--- src/sv/bcc_pkg.sv ---
// ----------------------------------------------------------------------------
// bcc_pkg: shared types and constants for the button click classifier
// Register indexes, reset values, the configuration bundle and result word.
// ----------------------------------------------------------------------------
package bcc_pkg;

  // Configuration port geometry
  localparam int CFG_IDX_BITS  = 3;
  localparam int CFG_DATA_BITS = 16;
  localparam int WIN_BITS      = 16;

  // Register indexes
  localparam logic [CFG_IDX_BITS-1:0] REG_DEBOUNCE_WINDOW     = 3'd0;
  localparam logic [CFG_IDX_BITS-1:0] REG_LONG_PRESS_WINDOW   = 3'd1;
  localparam logic [CFG_IDX_BITS-1:0] REG_DOUBLE_CLICK_WINDOW = 3'd2;
  localparam logic [CFG_IDX_BITS-1:0] REG_LONG_PRESS_REPEAT   = 3'd3;
  localparam logic [CFG_IDX_BITS-1:0] REG_BEEP_ENABLE         = 3'd4;

  // Reset values of the windows (ms)
  localparam logic [WIN_BITS-1:0] DEBOUNCE_RESET     = 16'd50;
  localparam logic [WIN_BITS-1:0] LONG_PRESS_RESET   = 16'd1000;
  localparam logic [WIN_BITS-1:0] DOUBLE_CLICK_RESET = 16'd300;

  // Configuration bundle handed to the core
  typedef struct packed {
    logic [WIN_BITS-1:0] debounce_window;
    logic [WIN_BITS-1:0] long_press_window;
    logic [WIN_BITS-1:0] double_click_window;
    logic                long_press_repeat;
    logic                beep_enable;
  } cfg_t;

  // One result word
  typedef struct packed {
    logic click;
    logic double_click;
    logic long_press;
    logic beep_request;
  } result_t;

endpackage

--- src/sv/bcc_core.sv ---
// ----------------------------------------------------------------------------
// bcc_core: click classification state and next-state logic
// Holds the debounce, press and click timestamps; computes one result word
// from the registered poll and commits the state update when fire is high.
// ----------------------------------------------------------------------------
module bcc_core #(
  parameter int TIME_BITS = 32
) (
  input  logic                 clk,
  input  logic                 rst_n,
  input  logic                 fire,
  input  bcc_pkg::cfg_t        cfg,
  input  logic                 level,
  input  logic [TIME_BITS-1:0] now,
  output bcc_pkg::result_t     res
);

  localparam logic [TIME_BITS-1:0] TIME_NONE = '0;

  logic                 stable_level_r, stable_level_nxt;
  logic [TIME_BITS-1:0] change_time_r, change_time_nxt;
  logic [TIME_BITS-1:0] press_time_r, press_time_nxt;
  logic [TIME_BITS-1:0] last_click_time_r, last_click_time_nxt;

  logic [TIME_BITS-1:0] deb_win, lng_win, dbl_win;
  logic [TIME_BITS-1:0] since_press, since_click, since_change;

  assign deb_win = TIME_BITS'(cfg.debounce_window);
  assign lng_win = TIME_BITS'(cfg.long_press_window);
  assign dbl_win = TIME_BITS'(cfg.double_click_window);

  // Elapsed times wrap modulo 2^TIME_BITS
  assign since_press  = now - press_time_r;
  assign since_click  = now - last_click_time_r;
  assign since_change = now - change_time_r;

  // Long press, click expiry, then debounce confirmation
  always_comb begin
    stable_level_nxt    = stable_level_r;
    change_time_nxt     = change_time_r;
    press_time_nxt      = press_time_r;
    last_click_time_nxt = last_click_time_r;
    res                 = '0;

    if (press_time_r != TIME_NONE && since_press > lng_win) begin
      res.long_press = 1'b1;
      press_time_nxt = cfg.long_press_repeat ? now : TIME_NONE;
    end

    if (last_click_time_r != TIME_NONE && since_click > dbl_win) begin
      last_click_time_nxt = TIME_NONE;
    end

    if (change_time_r != TIME_NONE && since_change > deb_win) begin
      if (level == stable_level_r) begin
        if (!level) begin
          press_time_nxt = now;
        end else if (press_time_nxt != TIME_NONE) begin
          res.click = 1'b1;
          // expiry above cleared the stamp when since_click > window
          if (last_click_time_nxt != TIME_NONE && since_click < dbl_win) begin
            res.double_click    = 1'b1;
            last_click_time_nxt = TIME_NONE;
          end else begin
            last_click_time_nxt = now;
          end
          press_time_nxt = TIME_NONE;
        end
      end
      stable_level_nxt = level;
      change_time_nxt  = TIME_NONE;
    end else if (level != stable_level_r && change_time_r == TIME_NONE) begin
      stable_level_nxt = level;
      change_time_nxt  = now;
    end

    res.beep_request = res.click & cfg.beep_enable;
  end

  // State commit
  always_ff @(posedge clk) begin
    if (!rst_n) begin
      stable_level_r    <= 1'b0;
      change_time_r     <= '0;
      press_time_r      <= '0;
      last_click_time_r <= '0;
    end else if (fire) begin
      stable_level_r    <= stable_level_nxt;
      change_time_r     <= change_time_nxt;
      press_time_r      <= press_time_nxt;
      last_click_time_r <= last_click_time_nxt;
    end
  end

endmodule

--- src/sv/button_click_classifier_top.sv ---
// ----------------------------------------------------------------------------
// button_click_classifier_top: debounced click / double click / long press
// Polls an active-low button with a millisecond stamp and returns one
// classification word per poll.
//
//   channel  direction  handshake          payload
//   in_      input      in_valid/in_stall  button_level, now_ms
//   out_     output     out_valid/out_stall click, double_click, long_press,
//                                          beep_request
//   cfg_     input      cfg_we             cfg_index, cfg_data
//
// One word per cycle sustained while out_stall is low. A taken poll is
// held in the input register, then passes through the single-pass classifier
// into the result register, which drives out_valid.
// Synchronous active-low reset clears the timestamps, stable level, valids and
// restores the register defaults.
// out_stall holds the result register; in_stall rises only when both the
// input register and result register are full and the output is stalled.
// ----------------------------------------------------------------------------
module button_click_classifier_top #(
  parameter int TIME_BITS = 32
) (
  input  logic                             clk,
  input  logic                             rst_n,
  // poll words
  input  logic                             in_valid,
  output logic                             in_stall,
  input  logic                             in_button_level,
  input  logic [31:0]                      in_now_ms,
  // result words
  output logic                             out_valid,
  input  logic                             out_stall,
  output logic                             out_click,
  output logic                             out_double_click,
  output logic                             out_long_press,
  output logic                             out_beep_request,
  // configuration writes
  input  logic                             cfg_we,
  input  logic [bcc_pkg::CFG_IDX_BITS-1:0] cfg_index,
  input  logic [bcc_pkg::CFG_DATA_BITS-1:0] cfg_data
);

  bcc_pkg::cfg_t cfg_r;

  logic                 s1_valid_r;
  logic                 s1_level_r;
  logic [TIME_BITS-1:0] s1_now_r;
  logic                 out_valid_r;
  bcc_pkg::result_t     out_word_r;
  bcc_pkg::result_t     core_res;
  logic                 advance;
  logic                 in_take;

  // Configuration registers
  always_ff @(posedge clk) begin
    if (!rst_n) begin
      cfg_r.debounce_window     <= bcc_pkg::DEBOUNCE_RESET;
      cfg_r.long_press_window   <= bcc_pkg::LONG_PRESS_RESET;
      cfg_r.double_click_window <= bcc_pkg::DOUBLE_CLICK_RESET;
      cfg_r.long_press_repeat   <= 1'b0;
      cfg_r.beep_enable         <= 1'b0;
    end else if (cfg_we) begin
      case (cfg_index)
        bcc_pkg::REG_DEBOUNCE_WINDOW:     cfg_r.debounce_window     <= cfg_data;
        bcc_pkg::REG_LONG_PRESS_WINDOW:   cfg_r.long_press_window   <= cfg_data;
        bcc_pkg::REG_DOUBLE_CLICK_WINDOW: cfg_r.double_click_window <= cfg_data;
        bcc_pkg::REG_LONG_PRESS_REPEAT:   cfg_r.long_press_repeat   <= cfg_data[0];
        bcc_pkg::REG_BEEP_ENABLE:         cfg_r.beep_enable         <= cfg_data[0];
        default: ;
      endcase
    end
  end

  // Pipeline control
  assign advance  = s1_valid_r && (!out_valid_r || !out_stall);
  assign in_stall = s1_valid_r && !advance;
  assign in_take  = in_valid && !in_stall;

  // Input register
  always_ff @(posedge clk) begin
    if (!rst_n) begin
      s1_valid_r <= 1'b0;
    end else if (in_take) begin
      s1_valid_r <= 1'b1;
    end else if (advance) begin
      s1_valid_r <= 1'b0;
    end
  end

  always_ff @(posedge clk) begin
    if (in_take) begin
      s1_level_r <= in_button_level;
      s1_now_r   <= TIME_BITS'(in_now_ms);
    end
  end

  bcc_core #(
    .TIME_BITS (TIME_BITS)
  ) u_core (
    .clk   (clk),
    .rst_n (rst_n),
    .fire  (advance),
    .cfg   (cfg_r),
    .level (s1_level_r),
    .now   (s1_now_r),
    .res   (core_res)
  );

  // Result register
  always_ff @(posedge clk) begin
    if (!rst_n) begin
      out_valid_r <= 1'b0;
    end else if (advance) begin
      out_valid_r <= 1'b1;
    end else if (!out_stall) begin
      out_valid_r <= 1'b0;
    end
  end

  always_ff @(posedge clk) begin
    if (advance) begin
      out_word_r <= core_res;
    end
  end

  assign out_valid        = out_valid_r;
  assign out_click        = out_word_r.click;
  assign out_double_click = out_word_r.double_click;
  assign out_long_press   = out_word_r.long_press;
  assign out_beep_request = out_word_r.beep_request;

  // Checks
  a_dbl_needs_click: assert property (@(posedge clk) disable iff (!rst_n)
    out_valid && out_double_click |-> out_click)
    else $error("double click without click");

  a_beep_follows_click: assert property (@(posedge clk) disable iff (!rst_n)
    out_valid |-> (out_beep_request == (out_click && cfg_r.beep_enable)))
    else $error("beep request does not match click and enable");

  a_stall_only_when_full: assert property (@(posedge clk) disable iff (!rst_n)
    in_stall |-> (s1_valid_r && out_valid_r && out_stall))
    else $error("input stalled with room in the pipeline");

  a_advance_fills_output: assert property (@(posedge clk) disable iff (!rst_n)
    advance |=> out_valid_r)
    else $error("advanced word did not reach the result register");

endmodule

--- config.mk ---
export PLATFORM = sky130hd
export DESIGN_NAME = button_click_classifier_top
export DESIGN_NICKNAME = d
export VERILOG_FILES = /design/src/sv/bcc_pkg.sv /design/src/sv/bcc_core.sv /design/src/sv/button_click_classifier_top.sv
export SDC_FILE = /design/constraint.sdc
export NUM_CORES = 1
export LEC_CHECK = 0
export BUFFER_PORTS_ARGS = -buffer_cell sky130_fd_sc_hd__buf_2
export CORE_AREA = 2 2 181 147
export CTS_BUF_LIST = sky130_fd_sc_hd__clkbuf_2
export DETAILED_ROUTE_END_ITERATION = 16
export DIE_AREA = 0 0 183 149
export PLACE_DENSITY = 0.79
export SLEW_MARGIN = 5
export SYNTH_ARGS = -nofsm -noshare
export SYNTH_HDL_FRONTEND = slang
export SYNTH_HIERARCHICAL = 1
export SYNTH_SLANG_ARGS = --single-unit
export TNS_END_PERCENT = 30
--- constraint.sdc ---
create_clock -name clk -period 4.84 [get_ports clk]
set_input_delay 0.242 -clock clk [delete_from_list [all_inputs] [get_ports clk]]
set_output_delay 0.242 -clock clk [all_outputs]
set_load 0.05 [all_outputs]
==> impl_metrics.yaml <==
global_routing:
  grt_overflow: 0
  grt_pass1_wl_mm: 81.1
  grt_antenna_before_repair: 1
  grt_max_degree: 59
  grtUsageTotal_pct: 37.6
  grt_pass1_vias: 15500
detailed_routing:
  postRouteAntennaNets: 0
  wl_mm: 52.7
  avgViaCountPerCell: 6.47
  dr.pass1.iters: 7
  drcViolationCount: 0
  wl_per_cell_um: 20.8
  vias: 16400
  dr.first_iter.drc_count: 1902
layout:
  fin_nets: 2393
  syn_to_final_growth_pct: 24.6
  layout-drive-gt1-share_pct: 20.2
  fill_cells: 1925
  final_common_cell: "buf_4"
  final_core_util_pct: 71.7
  layout_common_cells: "buf_4 (240), nand2_1 (207), inv_1 (161)"
  layoutNonFillerInstCount: 2537
worst_setup_path:
  crit_required_ps: 5580
  timing.rr.start: "s1_now_r[4]"
  slowest_stage: "edfxtp_1"
  worst_ep_arrival_time_ps: 6120
  crit_path_max_fanout: 8
  reg2reg_depth: 26
  r2r_slack_ps: -550
  worstSetupEndpointType: "flip-flop"
  critPathLaunchType: "flip-flop"
  crit_path_frequent_cell: "buf_4"
  reg2reg_to: "u_core/last_click_time_r[26]"
  crit_type: "flip-flop to flip-flop"
  cpPeakStageDelay_ps: 630
clock_network:
  worst_skew_pair.late_latency_ps: 840
  clk_path_buf_depth: 2
  clkTransAtPathRegs_ps: 330
  root_buffer: "clkbuf_2"
  htreeDepth: 4
  cts_sinks: 186
  cts_buffers: 17
  cts_tree: "built"
die:
  dieArea_mm2: 0.0273
  rows: 53
  io_pins: 63
  die_w_um: 183
  initial_core_util_pct: 57.6
  die_h_um: 149
  design.core.area_mm2: 0.0257
pwr:
  irDropWorstVdd_mv: 0.187
  powerDensity_mw_per_mm2: 267
  p_leak_nw: 7.42
timing:
  period_needed_ps: 5390
  hold_violations: 0
  post-route-period-util_pct: 111
  max_slew.worst_pin.slew_ps: 1330
  tns_ps: -37320
  slew_violations: 0
  finalWorstSetupSlack_ps: -546
  setup_viol: 101
  timing.fmax_mhz: 186
  grt_setup_unrepaired: "yes"
  fin_skew_ps: 64.6
  maxSlewHeadroom_pct: 11.1
status:
  status: "finished with violations"
  violations: "negative setup slack"
worst_hold_path:
  min_from: "in_now_ms[12]"
  hold_depth: 2
  min_to: "s1_now_r[12]"
  holdCritPathClass: "input pin to flip-flop"
place:
  pre_cts_slack_ps: -897
  dp_hpwl_mm: 36.7
  dp_cells: 2403
  port_buffers: 62
  gp_congestion: 1.01
yosys:
  syn-cell-area_mm2: 0.0148
  synth_edf_count: 37
  synth_ff_type: "dfxtp_1"
  async_flop_share_pct: 0
  synth_nets: 2080
  synth_area_per_cell_um2: 7.88
  ys_seq_area_share_pct: 27.6
  synth_seq_cells: 186
  syn_inst: 1879
  synth_warnings: 6
  yosysUniqueCellTypes: 87
flow_run:
  drv_cap: 0
[cell families (layout without fill, tap and decap cells)]
group	count (synthesis)	count (layout)	share of synthesized area, %
simple gates	590	590	19.5
compound gates	579	580	25.7
buf+inv	262	587	7.31
flops	186	186	27.6
fa+ha+maj	144	144	12.3
xor+xnor	60	60	3.55
mux	58	58	3.95
other cells	0	2	0
[worst max-delay path, delay by kind of cell, from the launching register on]
family          cells  cell delay (ps)
compound gates     10             1770
xor+xnor            1              310
fa+ha+maj           2              780
buf+inv             6              810
flops               1              630
simple gates        7              980
[cell type report]
cell class / instances / area (um^2) / area share (%)
clock buffer: 18 / 90.1 / 0.488
timing repair buffer: 391 / 3140 / 17.0
antenna: 2 / 5.00 / 0.0271
clock inverter: 14 / 156 / 0.848
tap: 330 / 413 / 2.24
sequential: 186 / 4100 / 22.2
multi-input combinational: 1432 / 9940 / 53.8
inverter: 164 / 616 / 3.34
[routing by layer]
layer | up-vias | part of all wire (%) | global-route usage, %
li1 | 7496 | - | -
met1 | 7661 | 40 | 50.4
met2 | 1039 | 44 | 59.2
met3 | 221 | 11 | 7.96
met4 | 0 | 4.7 | 15.0
met5 | - | 0 | 0
[through the flow]
stage | hold WS (ps) | total power, W | area (um^2)
floorplan | 341 | 0.00300 | 14800
global placement | 418 | 0.00369 | 16900
detailed placement | 420 | 0.00375 | 16900
CTS | 42.5 | 0.00464 | 18100
global route | 53.3 | 0.00516 | 18500
finish | 90.2 | 0.00493 | 18500
[registers in the layout, summed over array words and instances (netlist names)]
signal	flops
cfg_r	50
s1_now_r	32
u_core/change_time_r	32
u_core/last_click_time_r	32
u_core/press_time_r	32
out_beep_request	1
out_click	1
out_double_click	1
out_long_press	1
out_valid	1
s1_level_r	1
s1_valid_r	1
u_core/stable_level_r	1
[synth_stat cells (13+ instances only)]
cell,n,area (um^2)
buf_2,13,65.1
nor2b_1,35,219
edfxtp_1,37,1110
a211oi_1,21,158
a31oi_1,40,250
a21boi_0,14,105
nand4_1,38,238
nor2_1,106,398
ha_1,141,1760
nand2_1,207,777
o211ai_1,17,128
a32o_1,32,320
o21ai_0,141,706
xnor2_1,37,324
and2_1,14,87.6
nor3_1,54,270
a22oi_1,35,263
nand2b_1,18,113
xor2_1,23,201
clkbuf_1,72,270
nor4_1,41,257
nand3_1,27,135
o21a_1,21,158
a21oi_1,146,731
mux2i_1,57,571
a21o_1,27,203
inv_1,163,612
dfxtp_1,149,2980
[where the power goes]
part           internal, W  leakage, nW  switching, W
clock network     0.000172        0.139      0.000672
logic              0.00102         5.72       0.00132
registers          0.00167         1.57     0.0000807
[worst max path at each step]
stage                           start                      endpoint  depth (start not counted)
after CTS                 s1_now_r[0]  u_core/last_click_time_r[17]                         26
after global placement    s1_now_r[0]   u_core/last_click_time_r[1]                         22
after floorplan           s1_now_r[1]   u_core/last_click_time_r[1]                         26
after detailed placement  s1_now_r[0]   u_core/last_click_time_r[5]                         24
final                     s1_now_r[4]  u_core/last_click_time_r[26]                         26
after global routing      s1_now_r[0]  u_core/last_click_time_r[26]                         29
[what timing repair did]
item                                    4_1_cts  5_1_grt
cloned                                        2        5
hold buffers                                 66        0
hold endpoints to repair                    128        0
endpoints found under the setup margin      101      101
pin swaps                                    16       33
resized for setup                            32       85
buffers inserted                             18        9
Note: power is estimated with default switching activity, not from simulation.
